### src/rtl/ufd_pkg.sv
`default_nettype none

package ufd_pkg;

    localparam logic [7:0]  FLAG_BYTE      = 8'h7E;
    localparam logic [15:0] CRC_INIT       = 16'hFFFF;
    localparam logic [15:0] CRC_POLY       = 16'h1021;
    localparam logic [15:0] MIN_LENGTH     = 16'd4;
    localparam logic [15:0] MAX_LENGTH_RST = 16'd256;

    typedef enum logic [2:0] {
        PH_HUNT    = 3'd0,
        PH_LEN_HI  = 3'd1,
        PH_LEN_LO  = 3'd2,
        PH_PAYLOAD = 3'd3,
        PH_CRC_HI  = 3'd4,
        PH_CRC_LO  = 3'd5
    } t_phase;

    typedef enum logic [1:0] {
        EV_PAYLOAD = 2'd0,
        EV_GOOD    = 2'd1,
        EV_CRC_ERR = 2'd2,
        EV_BAD_LEN = 2'd3
    } t_event_kind;

    typedef struct packed {
        t_event_kind event_kind;
        logic [7:0]  data_byte;
        logic [15:0] byte_index;
        logic [15:0] frame_length;
        logic [15:0] received_crc;
        logic [15:0] computed_crc;
    } t_event;

    // byte-wide crc-16-ccitt update, msb first
    function automatic logic [15:0] crc16(input logic [15:0] crc, input logic [7:0] b);
        logic [15:0] c;
        c = crc ^ {b, 8'h00};
        for (int k = 0; k < 8; k++) begin
            c = c[15] ? ({c[14:0], 1'b0} ^ CRC_POLY) : {c[14:0], 1'b0};
        end
        return c;
    endfunction

endpackage

`default_nettype wire

### src/rtl/ufd_if.sv
`default_nettype none

interface ufd_byte_if;
    logic       valid;
    logic       ready;
    logic [7:0] rx_byte;

    modport source (output valid, output rx_byte, input ready);
    modport sink (input valid, input rx_byte, output ready);
endinterface

interface ufd_event_if;
    logic        valid;
    logic        ready;
    logic [1:0]  event_kind;
    logic [7:0]  data_byte;
    logic [15:0] byte_index;
    logic [15:0] frame_length;
    logic [15:0] received_crc;
    logic [15:0] computed_crc;

    modport source (output valid, output event_kind, output data_byte, output byte_index,
                    output frame_length, output received_crc, output computed_crc,
                    input ready);
    modport sink (input valid, input event_kind, input data_byte, input byte_index,
                  input frame_length, input received_crc, input computed_crc,
                  output ready);
endinterface

interface ufd_cfg_if;
    logic        valid;
    logic        ready;
    logic [15:0] max_length;

    modport source (output valid, output max_length, input ready);
    modport sink (input valid, input max_length, output ready);
endinterface

`default_nettype wire

### src/rtl/uart_frame_deframer_crc16.sv
`default_nettype none

// Deframer for sync / big-endian length / payload / crc-16-ccitt frames. One received
// byte is taken per clock while the input is ready; each byte transfer updates the
// frame state and the running crc (a byte-wide unrolled crc16 step) in that same
// cycle, and a resulting event is registered in the output buffer. The input stays
// ready unless both entries of the two-entry output buffer are occupied, i.e. it
// stalls only after the event consumer has held off for two results. Payload bytes
// stream out as kind 0 with their index; the last trailer byte yields frame good or
// crc mismatch, and a length outside 4..max_length yields an invalid length event and
// a return to hunting. max_length may only be written while no frame is in progress;
// the cfg channel is always ready.
module uart_frame_deframer_crc16 (
    input  wire logic     i_clk,
    input  wire logic     i_rst_n,
    ufd_byte_if.sink      i_rx,
    ufd_event_if.source   o_ev,
    ufd_cfg_if.sink       i_cfg
);

    ufd_pkg::t_phase r_phase;
    ufd_pkg::t_phase n_phase;
    logic [15:0]     r_max_length;
    logic [15:0]     r_length_seen;
    logic [15:0]     n_length_seen;
    logic [15:0]     r_payload_count;
    logic [15:0]     n_payload_count;
    logic [15:0]     r_crc_running;
    logic [15:0]     n_crc_running;
    logic [7:0]      r_trailer_high;
    logic [7:0]      n_trailer_high;

    logic            rx_xfer;
    logic            can_accept;
    logic            push;
    logic            has_event;
    ufd_pkg::t_event new_event;
    ufd_pkg::t_event out_event;
    logic [15:0]     crc_next;
    logic [15:0]     len_full;
    logic [15:0]     count_inc;
    logic [15:0]     rcrc;

    assign i_rx.ready = can_accept;
    assign rx_xfer    = i_rx.valid && can_accept;
    assign push       = rx_xfer && has_event;
    assign i_cfg.ready = 1'b1;

    assign crc_next  = ufd_pkg::crc16(r_crc_running, i_rx.rx_byte);
    assign len_full  = {r_length_seen[15:8], i_rx.rx_byte};
    assign count_inc = r_payload_count + 16'd1;
    assign rcrc      = {r_trailer_high, i_rx.rx_byte};

    always_ff @(posedge i_clk) begin
        if (!i_rst_n) begin
            r_max_length <= ufd_pkg::MAX_LENGTH_RST;
        end else if (i_cfg.valid) begin
            r_max_length <= i_cfg.max_length;
        end
    end

    always_ff @(posedge i_clk) begin
        if (!i_rst_n) begin
            r_phase         <= ufd_pkg::PH_HUNT;
            r_length_seen   <= '0;
            r_payload_count <= '0;
            r_crc_running   <= ufd_pkg::CRC_INIT;
            r_trailer_high  <= '0;
        end else if (rx_xfer) begin
            r_phase         <= n_phase;
            r_length_seen   <= n_length_seen;
            r_payload_count <= n_payload_count;
            r_crc_running   <= n_crc_running;
            r_trailer_high  <= n_trailer_high;
        end
    end

    always_comb begin
        n_phase         = r_phase;
        n_length_seen   = r_length_seen;
        n_payload_count = r_payload_count;
        n_crc_running   = r_crc_running;
        n_trailer_high  = r_trailer_high;
        has_event       = 1'b0;
        new_event       = '0;
        new_event.frame_length = r_length_seen;
        unique case (r_phase)
            ufd_pkg::PH_LEN_HI: begin
                n_length_seen = {i_rx.rx_byte, 8'h00};
                n_crc_running = crc_next;
                n_phase       = ufd_pkg::PH_LEN_LO;
            end
            ufd_pkg::PH_LEN_LO: begin
                n_length_seen = len_full;
                n_crc_running = crc_next;
                if (len_full < ufd_pkg::MIN_LENGTH || len_full > r_max_length) begin
                    n_phase                = ufd_pkg::PH_HUNT;
                    has_event              = 1'b1;
                    new_event.event_kind   = ufd_pkg::EV_BAD_LEN;
                    new_event.frame_length = len_full;
                end else begin
                    n_payload_count = '0;
                    n_phase         = ufd_pkg::PH_PAYLOAD;
                end
            end
            ufd_pkg::PH_PAYLOAD: begin
                n_crc_running        = crc_next;
                has_event            = 1'b1;
                new_event.event_kind = ufd_pkg::EV_PAYLOAD;
                new_event.data_byte  = i_rx.rx_byte;
                new_event.byte_index = r_payload_count;
                n_payload_count      = count_inc;
                if (count_inc >= r_length_seen) begin
                    n_phase = ufd_pkg::PH_CRC_HI;
                end
            end
            ufd_pkg::PH_CRC_HI: begin
                n_trailer_high = i_rx.rx_byte;
                n_phase        = ufd_pkg::PH_CRC_LO;
            end
            ufd_pkg::PH_CRC_LO: begin
                has_event              = 1'b1;
                new_event.event_kind   = (rcrc == r_crc_running) ? ufd_pkg::EV_GOOD
                                                                 : ufd_pkg::EV_CRC_ERR;
                new_event.received_crc = rcrc;
                new_event.computed_crc = r_crc_running;
                n_phase                = ufd_pkg::PH_HUNT;
            end
            default: begin
                // hunting; a sync byte starts a new frame
                n_phase = ufd_pkg::PH_HUNT;
                if (i_rx.rx_byte == ufd_pkg::FLAG_BYTE) begin
                    n_phase         = ufd_pkg::PH_LEN_HI;
                    n_crc_running   = ufd_pkg::CRC_INIT;
                    n_payload_count = '0;
                end
            end
        endcase
    end

    ufd_out_buf u_out_buf (
        .i_clk        (i_clk),
        .i_rst_n      (i_rst_n),
        .i_push       (push),
        .i_event      (new_event),
        .o_can_accept (can_accept),
        .o_valid      (o_ev.valid),
        .o_event      (out_event),
        .i_ready      (o_ev.ready)
    );

    assign o_ev.event_kind   = out_event.event_kind;
    assign o_ev.data_byte    = out_event.data_byte;
    assign o_ev.byte_index   = out_event.byte_index;
    assign o_ev.frame_length = out_event.frame_length;
    assign o_ev.received_crc = out_event.received_crc;
    assign o_ev.computed_crc = out_event.computed_crc;

`ifndef SYNTHESIS
    a_verdict_queued: assert property (@(posedge i_clk) disable iff (!i_rst_n)
        (rx_xfer && r_phase == ufd_pkg::PH_CRC_LO) |=> o_ev.valid)
        else $error("frame verdict was not queued");

    a_payload_bound: assert property (@(posedge i_clk) disable iff (!i_rst_n)
        (r_phase == ufd_pkg::PH_PAYLOAD) |-> (r_payload_count < r_length_seen))
        else $error("payload count ran past frame length");

    a_stall_has_event: assert property (@(posedge i_clk) disable iff (!i_rst_n)
        !i_rx.ready |-> o_ev.valid)
        else $error("input stalled with no pending event");
`endif

endmodule

`default_nettype wire

### src/rtl/ufd_out_buf.sv
`default_nettype none

// two-entry output buffer: output register plus skid register
module ufd_out_buf (
    input  wire logic            i_clk,
    input  wire logic            i_rst_n,
    input  wire logic            i_push,
    input  wire ufd_pkg::t_event i_event,
    output logic                 o_can_accept,
    output logic                 o_valid,
    output ufd_pkg::t_event      o_event,
    input  wire logic            i_ready
);

    logic            r_out_valid;
    logic            r_skd_valid;
    ufd_pkg::t_event r_out;
    ufd_pkg::t_event r_skd;
    logic            pop;

    assign pop          = r_out_valid && i_ready;
    assign o_can_accept = !r_skd_valid;
    assign o_valid      = r_out_valid;
    assign o_event      = r_out;

    always_ff @(posedge i_clk) begin
        if (!i_rst_n) begin
            r_out_valid <= 1'b0;
            r_skd_valid <= 1'b0;
        end else if (r_skd_valid) begin
            // no push can arrive while the skid entry is held
            if (pop) begin
                r_skd_valid <= 1'b0;
            end
        end else if (i_push) begin
            if (r_out_valid && !pop) begin
                r_skd_valid <= 1'b1;
            end else begin
                r_out_valid <= 1'b1;
            end
        end else if (pop) begin
            r_out_valid <= 1'b0;
        end
    end

    always_ff @(posedge i_clk) begin
        if (r_skd_valid) begin
            if (pop) begin
                r_out <= r_skd;
            end
        end else if (i_push) begin
            if (r_out_valid && !pop) begin
                r_skd <= i_event;
            end else begin
                r_out <= i_event;
            end
        end
    end

endmodule

`default_nettype wire

### src/flat_wrapper.sv
// flat-port wrapper written by rule: the top's interface ports become plain ports
module uart_frame_deframer_crc16_flat 
  (i_clk, i_rst_n, i_rx_valid, i_rx_rx_byte, i_rx_ready, o_ev_valid, o_ev_event_kind, o_ev_data_byte, o_ev_byte_index, o_ev_frame_length, o_ev_received_crc, o_ev_computed_crc, o_ev_ready, i_cfg_valid, i_cfg_max_length, i_cfg_ready);
  ufd_byte_if i_rx_i ();
  ufd_event_if o_ev_i ();
  ufd_cfg_if i_cfg_i ();
  input  wire logic i_clk;
  input  wire logic i_rst_n;
  input wire logic [$bits(i_rx_i.valid)-1:0] i_rx_valid;
  input wire logic [$bits(i_rx_i.rx_byte)-1:0] i_rx_rx_byte;
  output wire logic [$bits(i_rx_i.ready)-1:0] i_rx_ready;
  output wire logic [$bits(o_ev_i.valid)-1:0] o_ev_valid;
  output wire logic [$bits(o_ev_i.event_kind)-1:0] o_ev_event_kind;
  output wire logic [$bits(o_ev_i.data_byte)-1:0] o_ev_data_byte;
  output wire logic [$bits(o_ev_i.byte_index)-1:0] o_ev_byte_index;
  output wire logic [$bits(o_ev_i.frame_length)-1:0] o_ev_frame_length;
  output wire logic [$bits(o_ev_i.received_crc)-1:0] o_ev_received_crc;
  output wire logic [$bits(o_ev_i.computed_crc)-1:0] o_ev_computed_crc;
  input wire logic [$bits(o_ev_i.ready)-1:0] o_ev_ready;
  input wire logic [$bits(i_cfg_i.valid)-1:0] i_cfg_valid;
  input wire logic [$bits(i_cfg_i.max_length)-1:0] i_cfg_max_length;
  output wire logic [$bits(i_cfg_i.ready)-1:0] i_cfg_ready;
  assign i_rx_i.valid = i_rx_valid;
  assign i_rx_i.rx_byte = i_rx_rx_byte;
  assign i_rx_ready = i_rx_i.ready;
  assign o_ev_valid = o_ev_i.valid;
  assign o_ev_event_kind = o_ev_i.event_kind;
  assign o_ev_data_byte = o_ev_i.data_byte;
  assign o_ev_byte_index = o_ev_i.byte_index;
  assign o_ev_frame_length = o_ev_i.frame_length;
  assign o_ev_received_crc = o_ev_i.received_crc;
  assign o_ev_computed_crc = o_ev_i.computed_crc;
  assign o_ev_i.ready = o_ev_ready;
  assign i_cfg_i.valid = i_cfg_valid;
  assign i_cfg_i.max_length = i_cfg_max_length;
  assign i_cfg_ready = i_cfg_i.ready;
  uart_frame_deframer_crc16 u_core (.i_clk(i_clk), .i_rst_n(i_rst_n), .i_rx(i_rx_i), .o_ev(o_ev_i), .i_cfg(i_cfg_i));
endmodule
### config.mk
export PLATFORM = sky130hd
export DESIGN_NAME = uart_frame_deframer_crc16_flat
export DESIGN_NICKNAME = d
export VERILOG_FILES = /design/src/rtl/ufd_pkg.sv /design/src/rtl/ufd_if.sv /design/src/rtl/uart_frame_deframer_crc16.sv /design/src/rtl/ufd_out_buf.sv /design/src/flat_wrapper.sv
export SDC_FILE = /design/constraint.sdc
export NUM_CORES = 1
export LEC_CHECK = 0
export BUFFER_PORTS_ARGS = -buffer_cell sky130_fd_sc_hd__buf_2
export CORE_ASPECT_RATIO = 0.9
export CORE_UTILIZATION = 60
export DETAILED_ROUTE_END_ITERATION = 8
export GPL_ROUTABILITY_DRIVEN = 1
export PLACE_DENSITY = 0.79
export SYNTH_ARGS = -nofsm -noshare
export SYNTH_HDL_FRONTEND = slang
export SYNTH_SLANG_ARGS = --single-unit
### constraint.sdc
create_clock -name i_clk -period 16.8 [get_ports i_clk]
set_clock_uncertainty 0.1 [all_clocks]
set_input_delay 1.68 -clock i_clk [delete_from_list [all_inputs] [get_ports i_clk]]
set_output_delay 1.68 -clock i_clk [all_outputs]
set_load 0.05 [all_outputs]
==> PnR_summary.wiki <==
{| class="wikitable"
! Metric !! Value
|-
| Run status || complete, no violations
|-
| Stages on worst setup path || 10
|-
| Top area cells in the synthesized netlist || sky130_fd_sc_hd__edfxtp_1 43%, sky130_fd_sc_hd__dfxtp_1 15%, sky130_fd_sc_hd__mux2_2 6.2%
|-
| Global route overflow || 0
|-
| Max Fclk || 0.196 GHz
|-
| Ordered cell list for the critical path || buf_2 -> inv_1 -> ha_1 -> nor2b_1 -> o211ai_1 -> a211o_1 -> a32oi_2 -> nand2_2 -> a211oi_4 -> buf_4
|-
| Number of endpoints failing setup at the final stage || 0
|-
| Main synth FF type || sky130_fd_sc_hd__edfxtp_1
|-
| Final wirelength || around 22000 um
|-
| Required time at the worst-slack endpoint || between 15 and 20 ns
|-
| Sinks on the clock net || roughly 230
|-
| DRC Markers || 0
|-
| Netlist area before placement || ~0.010 sq mm
|-
| Async set-or-reset flop fraction in the synthesized netlist || 0
|-
| Transition time at the pin with the least slew margin || ~0.95 ns
|-
| Worst hold slack after final layout || between 0.3 and 0.4 ns
|-
| Post-synth EDFFs || 148
|-
| Area growth from synthesis to final layout || 12.7%
|-
| Number of detailed-route iterations in the first pass || 5
|-
| Top-level port count || about 110
|-
| Die area || ~0.018 sq mm
|-
| Total GRT Usage || 0.254
|-
| Number of hold violations in the final report || 0
|-
| Max-slew violations || 0
|-
| Number of cells on the worst reg-to-reg path || 8
|-
| Share of synthesized area occupied by flip-flops and latches || 0.576
|-
| CTS H-Tree Depth || 1
|-
| Nets || ~1000
|-
| Hold-fix buffers at CTS || 0
|-
| Post-CTS Setup Repair Bufs || 0
|-
| Max-capacitance violation count || 0
|-
| Average wire length per cell after detail routing || around 19 um
|-
| Detailed-route wire length on metal 1 || 10500 um
|-
| Mean post-synth cell area || around 12 sq um
|-
| Critical path startpoint category || input pin
|-
| CTS tree || done
|-
| Number of instances in the synthesized netlist || about 900
|-
| Wire length of the first global-routing pass || between 30000 and 40000 um
|-
| Final non-filler cell area || around 0.012 sq mm
|-
| Minimum setup slack in the final design || 11.71 ns
|-
| Clock tree buffer depth || 3
|-
| Bufs and invs on worst path || 3
|-
| Via total after detailed routing || slightly above 7000
|-
| Number of routed nets with antenna violations || 0
|-
| Total met3 wirelength after detailed routing || 1690 um
|-
| Floorplan core area || 0.0169 sq mm
|-
| Buffer type at the clock tree root || sky130_fd_sc_hd__clkbuf_16
|-
| Pre-CTS setup slack || 11.22 ns
|-
| Family with the most delay on the worst path || compound AO/OA/AOI/OAI gates
|-
| Unrepaired setup endpoints after global routing || false
|-
| Initial antenna violation count || 0
|-
| Relative slew slack || 0.365
|-
| Yosys Warn Count || 0
|-
| Share of layout cells above drive strength 1 || 0.212
|-
| Met2 layer wire length in the routed design || a little under 10000 um
|-
| CTS clock-pin slew for the worst setup and hold paths || ~0.060 ns
|-
| Peak fanout along the critical path || 59
|-
| Initial DRC Count || 635
|-
| Highest metal layer with signal wires || met4
|-
| Die Y || 127 um
|-
| Top cell type's share of synthesized area || 0.428
|-
| Starting density of the core || 0.615
|-
| Number of nets produced by synthesis || 961
|-
| Last weighted congestion value of the routability-driven placer || ~0.93
|-
| Detailed placement HPWL || 14900 um
|-
| Leakage power total || between 0.004 and 0.005 uW
|-
| Standard cell with the maximum stage delay on the critical path || sky130_fd_sc_hd__a211oi_4
|-
| Cts bufs inserted || 23
|-
| Final sum of negative setup slack || 0 ns
|-
| Vias per std cell || approximately 6
|-
| Library cell occupying the most area in the post-synthesis netlist || sky130_fd_sc_hd__edfxtp_1
|-
| Area after detailed placement || 0.0110 sq mm
|-
| Critical path's largest stage delay || 0.80 ns
|-
| Die extent in x || 141 um
|-
| Flip-flop and latch count after synthesis || 225
|-
| Hold/Removal Path Class || flip-flop to flip-flop
|-
| Max IR drop VDD || between 0.08 and 0.09 mV
|-
| Number of global-route vias before repair || between 6000 and 7000
|-
| Worst skew pair latency || about 0.50 ns
|-
| Arrival @ worst endpoint || between 5 and 6 ns
|-
| Ant diodes || 0
|-
| Final period demand of the worst path || between 5 and 6 ns
|-
| Number of placement rows || 45
|-
| Kind of end point of the critical path || flip-flop
|-
| Pin count of the biggest net entering global routing || 76
|-
| Number of different library cells in the post-synthesis netlist || slightly below 60
|-
| Number of gates resized after CTS || 0
|-
| Power density normalized to cell area || between 100 and 150 mW/mm^2
|-
| # port buffers || about 100
|-
| Fill cell count || approximately 1200
|-
| Type of the worst setup path || input pin to flip-flop
|-
| Instance count along the most critical hold path || 2
|-
| Tcrit/Tclk final || 0.303
|}
-- layer usage --
layer	vias to the layer above	track usage
met1	3406	0.384
met5	-	0
met2	302	0.376
li1	3373	-
met3	41	0.0495
met4	0	0.0671
-- worst register-to-register path: stages (launching register included) --
cell and delay (ns):
sky130_fd_sc_hd__dfxtp_1 0.36, sky130_fd_sc_hd__ha_1 0.35, sky130_fd_sc_hd__nand4_1 0.15, sky130_fd_sc_hd__or2_1 0.27, sky130_fd_sc_hd__a211o_1 0.26, sky130_fd_sc_hd__a32oi_2 0.60
sky130_fd_sc_hd__nand2_2 0.21, sky130_fd_sc_hd__a211oi_4 0.80, sky130_fd_sc_hd__buf_4 0.74
-- Yosys cell counts, drive strengths merged (10+ instances only) --
cell,number
a21oi,24
nor2,64
buf,15
ha,35
xor2,13
inv,37
mux2i,35
edfxtp,148
xnor2,41
clkbuf,37
nand4,18
and2,56
nand2,82
nand3,30
o21ai,37
nor4,10
mux2,57
dfxtp,77
-- final timing paths --
path / from / endpoint / slack, ns
worst max-delay path: i_rx_rx_byte[0] / u_core.u_out_buf.r_skd[5] / 11.71
worst min-delay path: u_core.r_max_length[11] / u_core.r_max_length[11] / 0.40
worst max register to register: u_core.r_length_seen[15] / u_core.u_out_buf.r_skd[5] / 12.55
worst min register to register: u_core.r_max_length[11] / u_core.r_max_length[11] / 0.40
-- power breakdown --
group	total (uW)	leakage [uW]	internal (uW)	switching, uW
registers	612	0.00199	598	13.5
clock network	480	0.000351	276	204
logic	114	0.00215	38.9	74.8
total	1210	0.00449	913	293
-- flip-flops by register name, summed over array words and instances (netlist names) --
signal	flops
u_core.r_payload_count	16
u_core.r_trailer_high	8
u_core.u_out_buf.r_skd_valid	1
u_core.u_out_buf.r_skd	74
u_core.u_out_buf.o_event	74
u_core.r_max_length	16
u_core.u_out_buf.o_valid	1
u_core.r_crc_running	16
u_core.r_phase	3
u_core.r_length_seen	16
-- cell families after synthesis --
family                   count (synthesis)  synth area share
multiplexers                            92            0.0955
AO/OA/AOI/OAI                          114            0.0703
adder cells (fa/ha/maj)                 35            0.0421
AND/OR/NAND/NOR                        287             0.135
XOR/XNOR                                54            0.0455
buffers and inverters                   89            0.0356
flip-flops                             225             0.576
other                                    1          0.000361
-- metrics by stage --
step	std cells	power, uW	utilization
5_1_grt	1206	1250	0.693
3_3_place_gp	1165	733	0.651
3_5_place_dp	1165	735	0.651
6_report	1206	1210	0.693
4_1_cts	1206	1210	0.693
2_1_floorplan	897	708	-
-- layout make-up --
| cell class | count | area, sq um | area share |
|---|---|---|---|
| clock buffers | 29 | 618 | 0.0528 |
| clock inverters | 12 | 88.8 | 0.00759 |
| inverters | 37 | 139 | 0.0119 |
| multi-input cells | 583 | 4060 | 0.346 |
| flip-flops and latches | 225 | 5990 | 0.511 |
| well taps | 211 | 264 | 0.0225 |
| repair buffers | 109 | 558 | 0.0476 |
-- layout by cell type, fill, tap and decap left out, types with 13 or more instances in the layout --
cell                          n
sky130_fd_sc_hd__edfxtp_1   148
sky130_fd_sc_hd__buf_2      104
sky130_fd_sc_hd__nand2_1     81
sky130_fd_sc_hd__dfxtp_1     77
sky130_fd_sc_hd__nor2_1      64
sky130_fd_sc_hd__mux2_2      57
sky130_fd_sc_hd__and2_1      56
sky130_fd_sc_hd__xnor2_1     41
sky130_fd_sc_hd__inv_1       35
sky130_fd_sc_hd__o21ai_0     35
sky130_fd_sc_hd__mux2i_1     35
sky130_fd_sc_hd__ha_1        35
sky130_fd_sc_hd__nand3_1     30
sky130_fd_sc_hd__a21oi_1     23
sky130_fd_sc_hd__clkbuf_16   23
sky130_fd_sc_hd__nand4_1     18
sky130_fd_sc_hd__xor2_1      13
Power figures use the tool's default switching activity.
